==> config.mk <==
export PLATFORM = sky130hd
export DESIGN_NAME = qmf_analysis_split
export DESIGN_NICKNAME = d
export VERILOG_FILES = /design/src/rtl/qas_pkg.sv /design/src/rtl/qas_window.sv /design/src/rtl/qas_mac.sv /design/src/rtl/qas_ctrl.sv /design/src/rtl/qmf_analysis_split.sv
export SDC_FILE = /design/constraint.sdc
export NUM_CORES = 2
export LEC_CHECK = 0
export ABC_CLOCK_PERIOD_IN_PS = 8189
export BUFFER_PORTS_ARGS = -buffer_cell sky130_fd_sc_hd__buf_2
export CAP_MARGIN = 20
export CORE_MARGIN = 2
export CORE_UTILIZATION = 45
export DETAILED_ROUTE_END_ITERATION = 7
export PLACE_DENSITY = 0.69
export RECOVER_POWER = 50
export SLEW_MARGIN = 5
export SYNTH_ARGS = -nofsm -noshare
export SYNTH_HDL_FRONTEND = slang
export SYNTH_HIERARCHICAL = 1
export SYNTH_SLANG_ARGS = --single-unit
==> constraint.sdc <==
create_clock -name clock -period 8.19 [get_ports clock]
set_input_delay 0 -clock clock [delete_from_list [all_inputs] [get_ports clock]]
set_output_delay 0 -clock clock [all_outputs]
set_load 0.05 [all_outputs]
==> src/rtl/qas_pkg.sv <==
`timescale 1ns / 1ps

package qas_pkg;

   // Q1.17 prototype coefficients
   localparam int COEF_FRAC  = 17;
   localparam int COEF_W     = 18;
   localparam int PROTO_HALF = 32;
   localparam int COEF_IDX_W = 8;

   localparam logic signed [COEF_W-1:0] PROTO_Q17 [PROTO_HALF] = '{
      18'sd5,     -18'sd15,   -18'sd14,   18'sd37,    18'sd30,    -18'sd78,
      -18'sd50,   18'sd149,   18'sd70,    -18'sd260,  -18'sd82,   18'sd424,
      18'sd75,    -18'sd654,  -18'sd34,   18'sd966,   -18'sd64,   -18'sd1377,
      18'sd248,   18'sd1913,  -18'sd565,  -18'sd2614, 18'sd1086,  18'sd3560,
      -18'sd1947, -18'sd4935, 18'sd3466,  18'sd7266,  -18'sd6679, -18'sd12818,
      18'sd18119, 18'sd60306
   };

   // sequencer states
   typedef enum logic [1:0] {
      QAS_IDLE,
      QAS_RUN,
      QAS_FLUSH,
      QAS_DONE
   } qas_state_type;

   // delay line controls
   typedef struct packed {
      logic shift;
      logic rotate;
   } qas_win_ctl_type;

   // multiply-accumulate controls
   typedef struct packed {
      logic clear;
      logic mul_en;
      logic mul_hi;
      logic load;
   } qas_mac_ctl_type;

   // coefficient lookup, zero past the prototype table
   function automatic logic signed [COEF_W-1:0] qas_coef(input logic [COEF_IDX_W-1:0] idx);
      logic signed [COEF_W-1:0] c;
      c = '0;
      if (idx < COEF_IDX_W'(PROTO_HALF)) begin
         c = PROTO_Q17[idx[4:0]];
      end
      return c;
   endfunction

endpackage

==> src/rtl/qas_window.sv <==
`timescale 1ns / 1ps

// Sample window: shifts in one sample per request. During a filter pass the
// front half rotates toward the head and the back half toward the tail, so
// head/tail present each symmetric pair in turn; after TAPS/2 rotations the
// line is back in its original order.
module qas_window #(
   parameter int TAPS        = 64,
   parameter int SAMPLE_BITS = 16
) (
   input  logic                          clock,
   input  logic                          reset,
   input  qas_pkg::qas_win_ctl_type      ctl,
   input  logic signed [SAMPLE_BITS-1:0] sample,
   output logic signed [SAMPLE_BITS-1:0] head,
   output logic signed [SAMPLE_BITS-1:0] tail
);

   localparam int HALF = TAPS / 2;

   logic signed [SAMPLE_BITS-1:0] win_ff [TAPS];
   logic signed [SAMPLE_BITS-1:0] win_in [TAPS];

   // next line contents
   always_comb begin
      for (int i = 0; i < TAPS; i++) begin
         win_in[i] = win_ff[i];
      end
      if (ctl.shift) begin
         win_in[0] = sample;
         for (int i = 1; i < TAPS; i++) begin
            win_in[i] = win_ff[i-1];
         end
      end else if (ctl.rotate) begin
         for (int i = 0; i < HALF - 1; i++) begin
            win_in[i] = win_ff[i+1];
         end
         win_in[HALF-1] = win_ff[0];
         for (int i = TAPS - HALF + 1; i < TAPS; i++) begin
            win_in[i] = win_ff[i-1];
         end
         win_in[TAPS-HALF] = win_ff[TAPS-1];
      end
   end

   always_ff @(posedge clock) begin
      if (reset) begin
         for (int i = 0; i < TAPS; i++) begin
            win_ff[i] <= '0;
         end
      end else begin
         for (int i = 0; i < TAPS; i++) begin
            win_ff[i] <= win_in[i];
         end
      end
   end

   assign head = win_ff[0];
   assign tail = win_ff[TAPS-1];

endmodule

==> src/rtl/qas_mac.sv <==
`timescale 1ns / 1ps

// Shared multiplier with registered product, two accumulators and the
// round/saturate output registers.
module qas_mac #(
   parameter int TAPS        = 64,
   parameter int SAMPLE_BITS = 16
) (
   input  logic                                  clock,
   input  logic                                  reset,
   input  qas_pkg::qas_mac_ctl_type              ctl,
   input  logic [$clog2(TAPS/2)-1:0]             coef_idx,
   input  logic signed [SAMPLE_BITS-1:0]         head,
   input  logic signed [SAMPLE_BITS-1:0]         tail,
   output logic signed [SAMPLE_BITS-1:0]         low_band,
   output logic signed [SAMPLE_BITS-1:0]         high_band
);

   localparam int HALF   = TAPS / 2;
   localparam int IDX_W  = $clog2(HALF);
   localparam int OPND_W = SAMPLE_BITS + 1;
   localparam int PROD_W = OPND_W + qas_pkg::COEF_W;
   localparam int ACC_W  = PROD_W + IDX_W;
   localparam int R_W    = ACC_W - qas_pkg::COEF_FRAC;
   localparam logic signed [ACC_W-1:0] RND =
      {{(ACC_W-qas_pkg::COEF_FRAC){1'b0}}, 1'b1, {(qas_pkg::COEF_FRAC-1){1'b0}}};

   logic signed [OPND_W-1:0]         opnd;
   logic signed [qas_pkg::COEF_W-1:0] coef;
   logic signed [PROD_W-1:0]         prod_in;
   logic signed [PROD_W-1:0]         prod_ff;
   logic                             pv_ff;
   logic                             phi_ff;
   logic                             psub_ff;
   logic signed [ACC_W-1:0]          acc_lo_ff;
   logic signed [ACC_W-1:0]          acc_hi_ff;
   logic signed [ACC_W-1:0]          acc_lo_in;
   logic signed [ACC_W-1:0]          acc_hi_in;
   logic signed [ACC_W-1:0]          prod_ext;
   logic signed [SAMPLE_BITS-1:0]    low_ff;
   logic signed [SAMPLE_BITS-1:0]    high_ff;

   // divide by 2^17 rounding half up, then clamp to the sample range
   function automatic logic [SAMPLE_BITS-1:0] round_sat(input logic signed [ACC_W-1:0] acc);
      logic signed [ACC_W-1:0] t;
      logic [R_W-1:0]          r;
      logic [SAMPLE_BITS-1:0]  res;
      t = acc + RND;
      r = t[ACC_W-1:qas_pkg::COEF_FRAC];
      if (r[R_W-1:SAMPLE_BITS-1] == {(R_W-SAMPLE_BITS+1){r[R_W-1]}}) begin
         res = r[SAMPLE_BITS-1:0];
      end else begin
         res = {r[R_W-1], {(SAMPLE_BITS-1){~r[R_W-1]}}};
      end
      return res;
   endfunction

   // pair sum or difference times coefficient
   always_comb begin
      if (ctl.mul_hi) begin
         opnd = OPND_W'(head) - OPND_W'(tail);
      end else begin
         opnd = OPND_W'(head) + OPND_W'(tail);
      end
      coef    = qas_pkg::qas_coef(qas_pkg::COEF_IDX_W'(coef_idx));
      prod_in = PROD_W'(opnd) * PROD_W'(coef);
   end

   // accumulate the registered product; odd pairs subtract in the high band
   always_comb begin
      prod_ext  = ACC_W'(prod_ff);
      acc_lo_in = acc_lo_ff;
      acc_hi_in = acc_hi_ff;
      if (ctl.clear) begin
         acc_lo_in = '0;
         acc_hi_in = '0;
      end else if (pv_ff) begin
         if (!phi_ff) begin
            acc_lo_in = acc_lo_ff + prod_ext;
         end else if (psub_ff) begin
            acc_hi_in = acc_hi_ff - prod_ext;
         end else begin
            acc_hi_in = acc_hi_ff + prod_ext;
         end
      end
   end

   always_ff @(posedge clock) begin
      if (reset) begin
         pv_ff <= 1'b0;
      end else begin
         pv_ff <= ctl.mul_en;
      end
   end

   always_ff @(posedge clock) begin
      prod_ff   <= prod_in;
      phi_ff    <= ctl.mul_hi;
      psub_ff   <= coef_idx[0];
      acc_lo_ff <= acc_lo_in;
      acc_hi_ff <= acc_hi_in;
      if (ctl.load) begin
         low_ff  <= round_sat(acc_lo_ff);
         high_ff <= round_sat(acc_hi_ff);
      end
   end

   assign low_band  = low_ff;
   assign high_band = high_ff;

endmodule

==> src/rtl/qas_ctrl.sv <==
`timescale 1ns / 1ps

// Sequencer: takes requests, steps the shared multiplier through two
// products per tap pair and hands the result to the response register.
module qas_ctrl #(
   parameter int TAPS = 64
) (
   input  logic                              clock,
   input  logic                              reset,
   input  logic                              req_valid,
   output logic                              req_stall,
   output logic                              rsp_valid,
   input  logic                              rsp_stall,
   output qas_pkg::qas_win_ctl_type          win_ctl,
   output qas_pkg::qas_mac_ctl_type          mac_ctl,
   output logic [$clog2(TAPS/2)-1:0]         coef_idx
);

   localparam int HALF  = TAPS / 2;
   localparam int IDX_W = $clog2(HALF);
   localparam logic [IDX_W-1:0] LAST_PAIR = IDX_W'(HALF - 1);

   qas_pkg::qas_state_type state_ff;
   qas_pkg::qas_state_type state_in;
   logic [IDX_W-1:0]       pair_ff;
   logic [IDX_W-1:0]       pair_in;
   logic                   sub_ff;
   logic                   sub_in;
   logic                   phase_ff;
   logic                   phase_in;
   logic                   rsp_valid_ff;
   logic                   rsp_valid_in;
   logic                   accept;
   logic                   out_free;
   logic                   last_step;

   assign accept    = req_valid && (state_ff == qas_pkg::QAS_IDLE);
   assign out_free  = !rsp_valid_ff || !rsp_stall;
   assign last_step = (state_ff == qas_pkg::QAS_RUN) && sub_ff && (pair_ff == LAST_PAIR);

   // next state
   always_comb begin
      state_in = state_ff;
      case (state_ff)
         qas_pkg::QAS_IDLE: begin
            if (accept && !phase_ff) begin
               state_in = qas_pkg::QAS_RUN;
            end
         end
         qas_pkg::QAS_RUN: begin
            if (last_step) begin
               state_in = qas_pkg::QAS_FLUSH;
            end
         end
         qas_pkg::QAS_FLUSH: begin
            state_in = qas_pkg::QAS_DONE;
         end
         qas_pkg::QAS_DONE: begin
            if (out_free) begin
               state_in = qas_pkg::QAS_IDLE;
            end
         end
         default: begin
            state_in = qas_pkg::QAS_IDLE;
         end
      endcase
   end

   // outputs and counters
   always_comb begin
      win_ctl       = '0;
      mac_ctl       = '0;
      pair_in       = pair_ff;
      sub_in        = sub_ff;
      phase_in      = phase_ff;
      rsp_valid_in  = rsp_valid_ff && rsp_stall;
      case (state_ff)
         qas_pkg::QAS_IDLE: begin
            if (accept) begin
               win_ctl.shift = 1'b1;
               phase_in      = !phase_ff;
               mac_ctl.clear = 1'b1;
               pair_in       = '0;
               sub_in        = 1'b0;
            end
         end
         qas_pkg::QAS_RUN: begin
            mac_ctl.mul_en = 1'b1;
            mac_ctl.mul_hi = sub_ff;
            sub_in         = !sub_ff;
            if (sub_ff) begin
               win_ctl.rotate = 1'b1;
               pair_in        = pair_ff + 1'b1;
            end
         end
         qas_pkg::QAS_FLUSH: begin
         end
         qas_pkg::QAS_DONE: begin
            if (out_free) begin
               mac_ctl.load = 1'b1;
               rsp_valid_in = 1'b1;
            end
         end
         default: begin
         end
      endcase
   end

   always_ff @(posedge clock) begin
      if (reset) begin
         state_ff     <= qas_pkg::QAS_IDLE;
         pair_ff      <= '0;
         sub_ff       <= 1'b0;
         phase_ff     <= 1'b0;
         rsp_valid_ff <= 1'b0;
      end else begin
         state_ff     <= state_in;
         pair_ff      <= pair_in;
         sub_ff       <= sub_in;
         phase_ff     <= phase_in;
         rsp_valid_ff <= rsp_valid_in;
      end
   end

   assign coef_idx  = pair_ff;
   assign req_stall = (state_ff != qas_pkg::QAS_IDLE);
   assign rsp_valid = rsp_valid_ff;

endmodule

==> src/rtl/qmf_analysis_split.sv <==
`timescale 1ns / 1ps

// Two-band QMF analysis filter bank with a symmetric TAPS-tap prototype
// (Q1.17 coefficients). Every request carries one PCM sample; every other
// request, starting with the first after reset, yields one response with
// the rounded and saturated low-band and high-band values. A request that
// yields nothing leaves the block ready. A request that yields a response
// keeps req_stall high while one shared multiplier forms the pair-sum and
// pair-difference products for each of the TAPS/2 folded tap pairs, one
// per cycle, then while the product register drains and the response is
// loaded. A further request is taken while a response waits in its output
// register; if a second response is ready before the first is taken, the
// block holds until the response channel frees.
module qmf_analysis_split #(
   parameter int TAPS        = 64,
   parameter int SAMPLE_BITS = 16
) (
   input  logic                          clock,
   input  logic                          reset,
   input  logic                          req_valid,
   output logic                          req_stall,
   input  logic signed [SAMPLE_BITS-1:0] req_sample,
   output logic                          rsp_valid,
   input  logic                          rsp_stall,
   output logic signed [SAMPLE_BITS-1:0] rsp_low_band,
   output logic signed [SAMPLE_BITS-1:0] rsp_high_band
);

   localparam int IDX_W = $clog2(TAPS / 2);

   qas_pkg::qas_win_ctl_type      win_ctl;
   qas_pkg::qas_mac_ctl_type      mac_ctl;
   logic [IDX_W-1:0]              coef_idx;
   logic signed [SAMPLE_BITS-1:0] head;
   logic signed [SAMPLE_BITS-1:0] tail;

   qas_ctrl #(
      .TAPS (TAPS)
   ) u_ctrl (
      .clock     (clock),
      .reset     (reset),
      .req_valid (req_valid),
      .req_stall (req_stall),
      .rsp_valid (rsp_valid),
      .rsp_stall (rsp_stall),
      .win_ctl   (win_ctl),
      .mac_ctl   (mac_ctl),
      .coef_idx  (coef_idx)
   );

   qas_window #(
      .TAPS        (TAPS),
      .SAMPLE_BITS (SAMPLE_BITS)
   ) u_window (
      .clock  (clock),
      .reset  (reset),
      .ctl    (win_ctl),
      .sample (req_sample),
      .head   (head),
      .tail   (tail)
   );

   qas_mac #(
      .TAPS        (TAPS),
      .SAMPLE_BITS (SAMPLE_BITS)
   ) u_mac (
      .clock     (clock),
      .reset     (reset),
      .ctl       (mac_ctl),
      .coef_idx  (coef_idx),
      .head      (head),
      .tail      (tail),
      .low_band  (rsp_low_band),
      .high_band (rsp_high_band)
   );

endmodule

==> out/qor.txt <==
Initial antenna violation count = 2
Post-synthesis sequential area ratio = 34.22%
VDD IR max = 376.3 uV
Worst hold stages = 4
Synthesized net count = 7971
Post-synthesis mux area share = 8.004%
Vias in the first global route = 48420
Number of nets in the layout = 7745
Initial DRC count = 3337
Leakage = 0.02735 uW
Worst endpoint required time = 8840 ps
Clock Tree Buf Depth = 3
Family with the most delay on the worst path = adder cells
CTS sink count = 1184
Antenna viol nets, final = 0
Post-synthesis compound-gate area fraction = 19.51%
Final hold vios = 0
DR vias = 50750
Vias/cell = 5.417
Final WL = 147500 um
Netlist cell types = 101
Hold Path Class = input pin to flop
Max Cap Viol = 1
Rows = 144
Total Routing Usage GR = 18.04%
XOR/XNOR Fraction of Synth Area = 2.502%
Port Buf Inserts = 53
Measured slew at the worst slew-check pin = 7426 ps
Layout cells sized above 1 = 11.00%
First drt pass iteration count = 6
Die Area = 159200 um^2
Critical R2R Launch = u_ctrl/state_ff[1]$_SDFFE_PP0P_
Most frequent cells in the layout = 1150 x dfxtp_1, 694 x a21oi_1, 569 x nor2b_1
Grt ovf = 0
H-Tree Depth = 4
Worst Setup End Kind = flop
Most common cell after layout, fill and taps aside = dfxtp_1
PnR worst setup slack = -235.9 ps
GP Congestion = 0.9194
CTS clk-pin slew, worst paths = 60 ps
PwrDens = 344.8 nW/um^2
Syn. warnings = 6
Number of buffers created by CTS = 131
Final Skew = 85.49 ps
Initial Util = 45.46%
Die Span Y = 399.0 um
Non-filler instance count after layout = 9369
Max transition margin = -395.1%
Hold path endpoint = u_window/win_ff[0][8]$_SDFFE_PP0P_
Largest net degree at the start of global routing = 312
Crit Path Category = flop to flop
Die W = 399.0 um
Post-synth ARST share = 0%
CORE AREA = 154400 um^2
CP Buf/Inv Count = 9
WL/cell = 15.74 um
Period minus WS final = 8426 ps
# DRC = 0
Critical Path Source Type = flop
Placed Cells = 9099
Setup tns final = -1012 ps
RSZ-0062 raised after global routing = true
Slowest cell on crit path = fa_1
Simple-Gate Fraction of Synth Area = 16.77%
I/O pin total = 54
HP Start = req_sample[8]
Critical Path Fanout Max = 7
Largest family of logic cells by synthesized area = compound AO/OA/AOI/OAI gates
Reg2Reg Depth = 39
FF-to-FF End = u_mac/prod_ff[30]$_DFF_P_
Crit path top cell by count = fa_1
Outcome = complete, but fails checks
Synthesized area = 70200 um^2
Ys flop type = dfxtp_1
Number of setup violations in the final report = 7
Final Max Slew Viols = 149
Post-synth EDFFs = 32
Peak Freq = 118.7 MHz
Worst Path Arrival = 9080 ps
DP Wirelength = 92630 um
Avg Inst Size Synth = 9.420 um^2
Failing checks = capacitance limit, slew limit, setup timing
Yosys reg bits = 1184
Mapped Cells = 7452
Antenna fix cells = 0
Post-synthesis adder-cell area fraction = 12.16%
Largest stage delay, worst path = 540 ps
Root Buffer Master = clkbuf_16
First-pass GRT wire length = 245100 um
Clock latency on the worst-skew pair = 800 ps
Area Overhead vs Synth = 9.122%
Final Cycle Share = 102.9%
R2R Setup Slk = -240 ps
Placement-stage worst setup slack = -325.5 ps
CTS tree = done
per-stage QoR:
step	utilization [%]	total power (uW)	hold slack, ps	instance area, um^2
6_report	49.61	26410	101.6	76600
3_3_place_gp	46.31	19610	297.2	71500
4_1_cts	49.47	26180	22.28	76390
5_1_grt	49.61	28430	70.05	76600
2_1_floorplan	-	17070	71.61	70420
3_5_place_dp	46.31	19920	307.4	71500
power by group:
part,internal (uW),switching (uW)
registers,6940,961
clock network,3400,2530
logic,5470,7110
total,15800,10600
cells in the mapped netlist (all sizes together), types with 6 or more instances:
library cell | number | share of area [%]
a2111oi | 8 | 0.11
a211oi | 545 | 7.5
a21boi | 7 | 0.075
a21o | 72 | 0.77
a21oi | 710 | 5.1
a31oi | 31 | 0.31
a41oi | 6 | 0.086
and2 | 54 | 0.48
and3 | 31 | 0.28
and4 | 9 | 0.11
buf | 241 | 2.6
clkbuf | 407 | 2.2
dfxtp | 1152 | 33
edfxtp | 32 | 1.4
fa | 305 | 8.7
ha | 194 | 3.5
inv | 374 | 2.0
mux2i | 558 | 8.0
nand2 | 362 | 1.9
nand2b | 31 | 0.28
nand3 | 46 | 0.34
nand4 | 14 | 0.12
nor2 | 195 | 1.0
nor2b | 575 | 5.1
nor3 | 38 | 0.30
nor3b | 7 | 0.082
nor4 | 9 | 0.12
o211ai | 13 | 0.14
o21a | 21 | 0.22
o21ai | 592 | 4.3
o21bai | 21 | 0.22
o22ai | 8 | 0.071
o31ai | 13 | 0.14
or2 | 7 | 0.062
or3 | 11 | 0.11
or3b | 497 | 6.2
xnor2 | 149 | 1.9
xor2 | 49 | 0.61
tightest hold or removal path, cell delays in order:
cell,delay (ps)
dlygate4sd3_1,550
buf_2,130
nor2b_1,100
a211oi_1,50
timing repair:
| item | in CTS | in global routing |
|---|---|---|
| cloned | 0 | 1 |
| setup buffers | 11 | 6 |
| endpoints found under the setup margin | 11 | 17 |
| pin swaps | 24 | 29 |
| hold endpoints to repair | 201 | 0 |
| hold buffers | 20 | 0 |
| resized for setup | 34 | 53 |
flip-flops by register name, summed over array words and instances, names as in the netlist:
name / cells
u_mac/high_band: 16
u_mac/phi_ff: 1
u_ctrl/sub_ff: 1
u_mac/prod_ff: 35
u_window/win_ff: 1024
u_ctrl/phase_ff: 1
u_ctrl/coef_idx: 5
u_mac/low_band: 16
u_mac/psub_ff: 1
u_ctrl/state_ff: 2
u_mac/pv_ff: 1
u_ctrl/rsp_valid: 1
u_mac/acc_lo_ff: 40
u_mac/acc_hi_ff: 40
worst max path at each step:
stage	cells past startpoint	startpoint	slack, ps	end
6_report	39	u_ctrl/state_ff[1]$_SDFFE_PP0P_	-240	u_mac/prod_ff[30]$_DFF_P_
5_1_grt	40	u_ctrl/state_ff[1]$_SDFFE_PP0P_	-580	u_mac/prod_ff[30]$_DFF_P_
4_1_cts	36	u_ctrl/state_ff[1]$_SDFFE_PP0P_	-190	u_mac/prod_ff[30]$_DFF_P_
3_5_place_dp	35	u_ctrl/state_ff[0]$_SDFFE_PP0P_	-330	u_mac/prod_ff[30]$_DFF_P_
3_3_place_gp	38	u_window/win_ff[1][496]$_SDFFE_PP0P_	-310	u_mac/prod_ff[31]$_DFF_P_
2_1_floorplan	37	u_ctrl/state_ff[1]$_SDFFE_PP0P_	-130	u_mac/prod_ff[31]$_DFF_P_
area by class of cell:
type / count / area, um^2
well taps: 2044 / 2557
fillers: 14080 / 77800
multi-input cells: 5244 / 41890
clock buffers: 194 / 3876
inverters: 376 / 1436
flip-flops and latches: 1184 / 24030
clock inverters: 38 / 568.0
repair buffers: 289 / 2251
layer usage:
metal | share of wire, % | vias up | GRT usage, %
li1 | - | 25650 | -
met3 | 3.5 | 218 | 2.594
met2 | 45 | 725 | 28.30
met4 | 2.4 | 0 | 5.196
met1 | 49 | 24160 | 25.75
met5 | 0 | - | 0
logic make-up (layout without fill, tap and decap cells):
family                   count (synthesis)  after routing
flip-flops                            1184           1184
AND/OR/NAND/NOR                       1899           1899
AO/OA/AOI/OAI                         2087           2087
multiplexers                           561            561
adder cells (fa/ha/maj)                499            499
XOR/XNOR                               198            198
buffers and inverters                 1024            897
(Power assumes the default switching activity.)
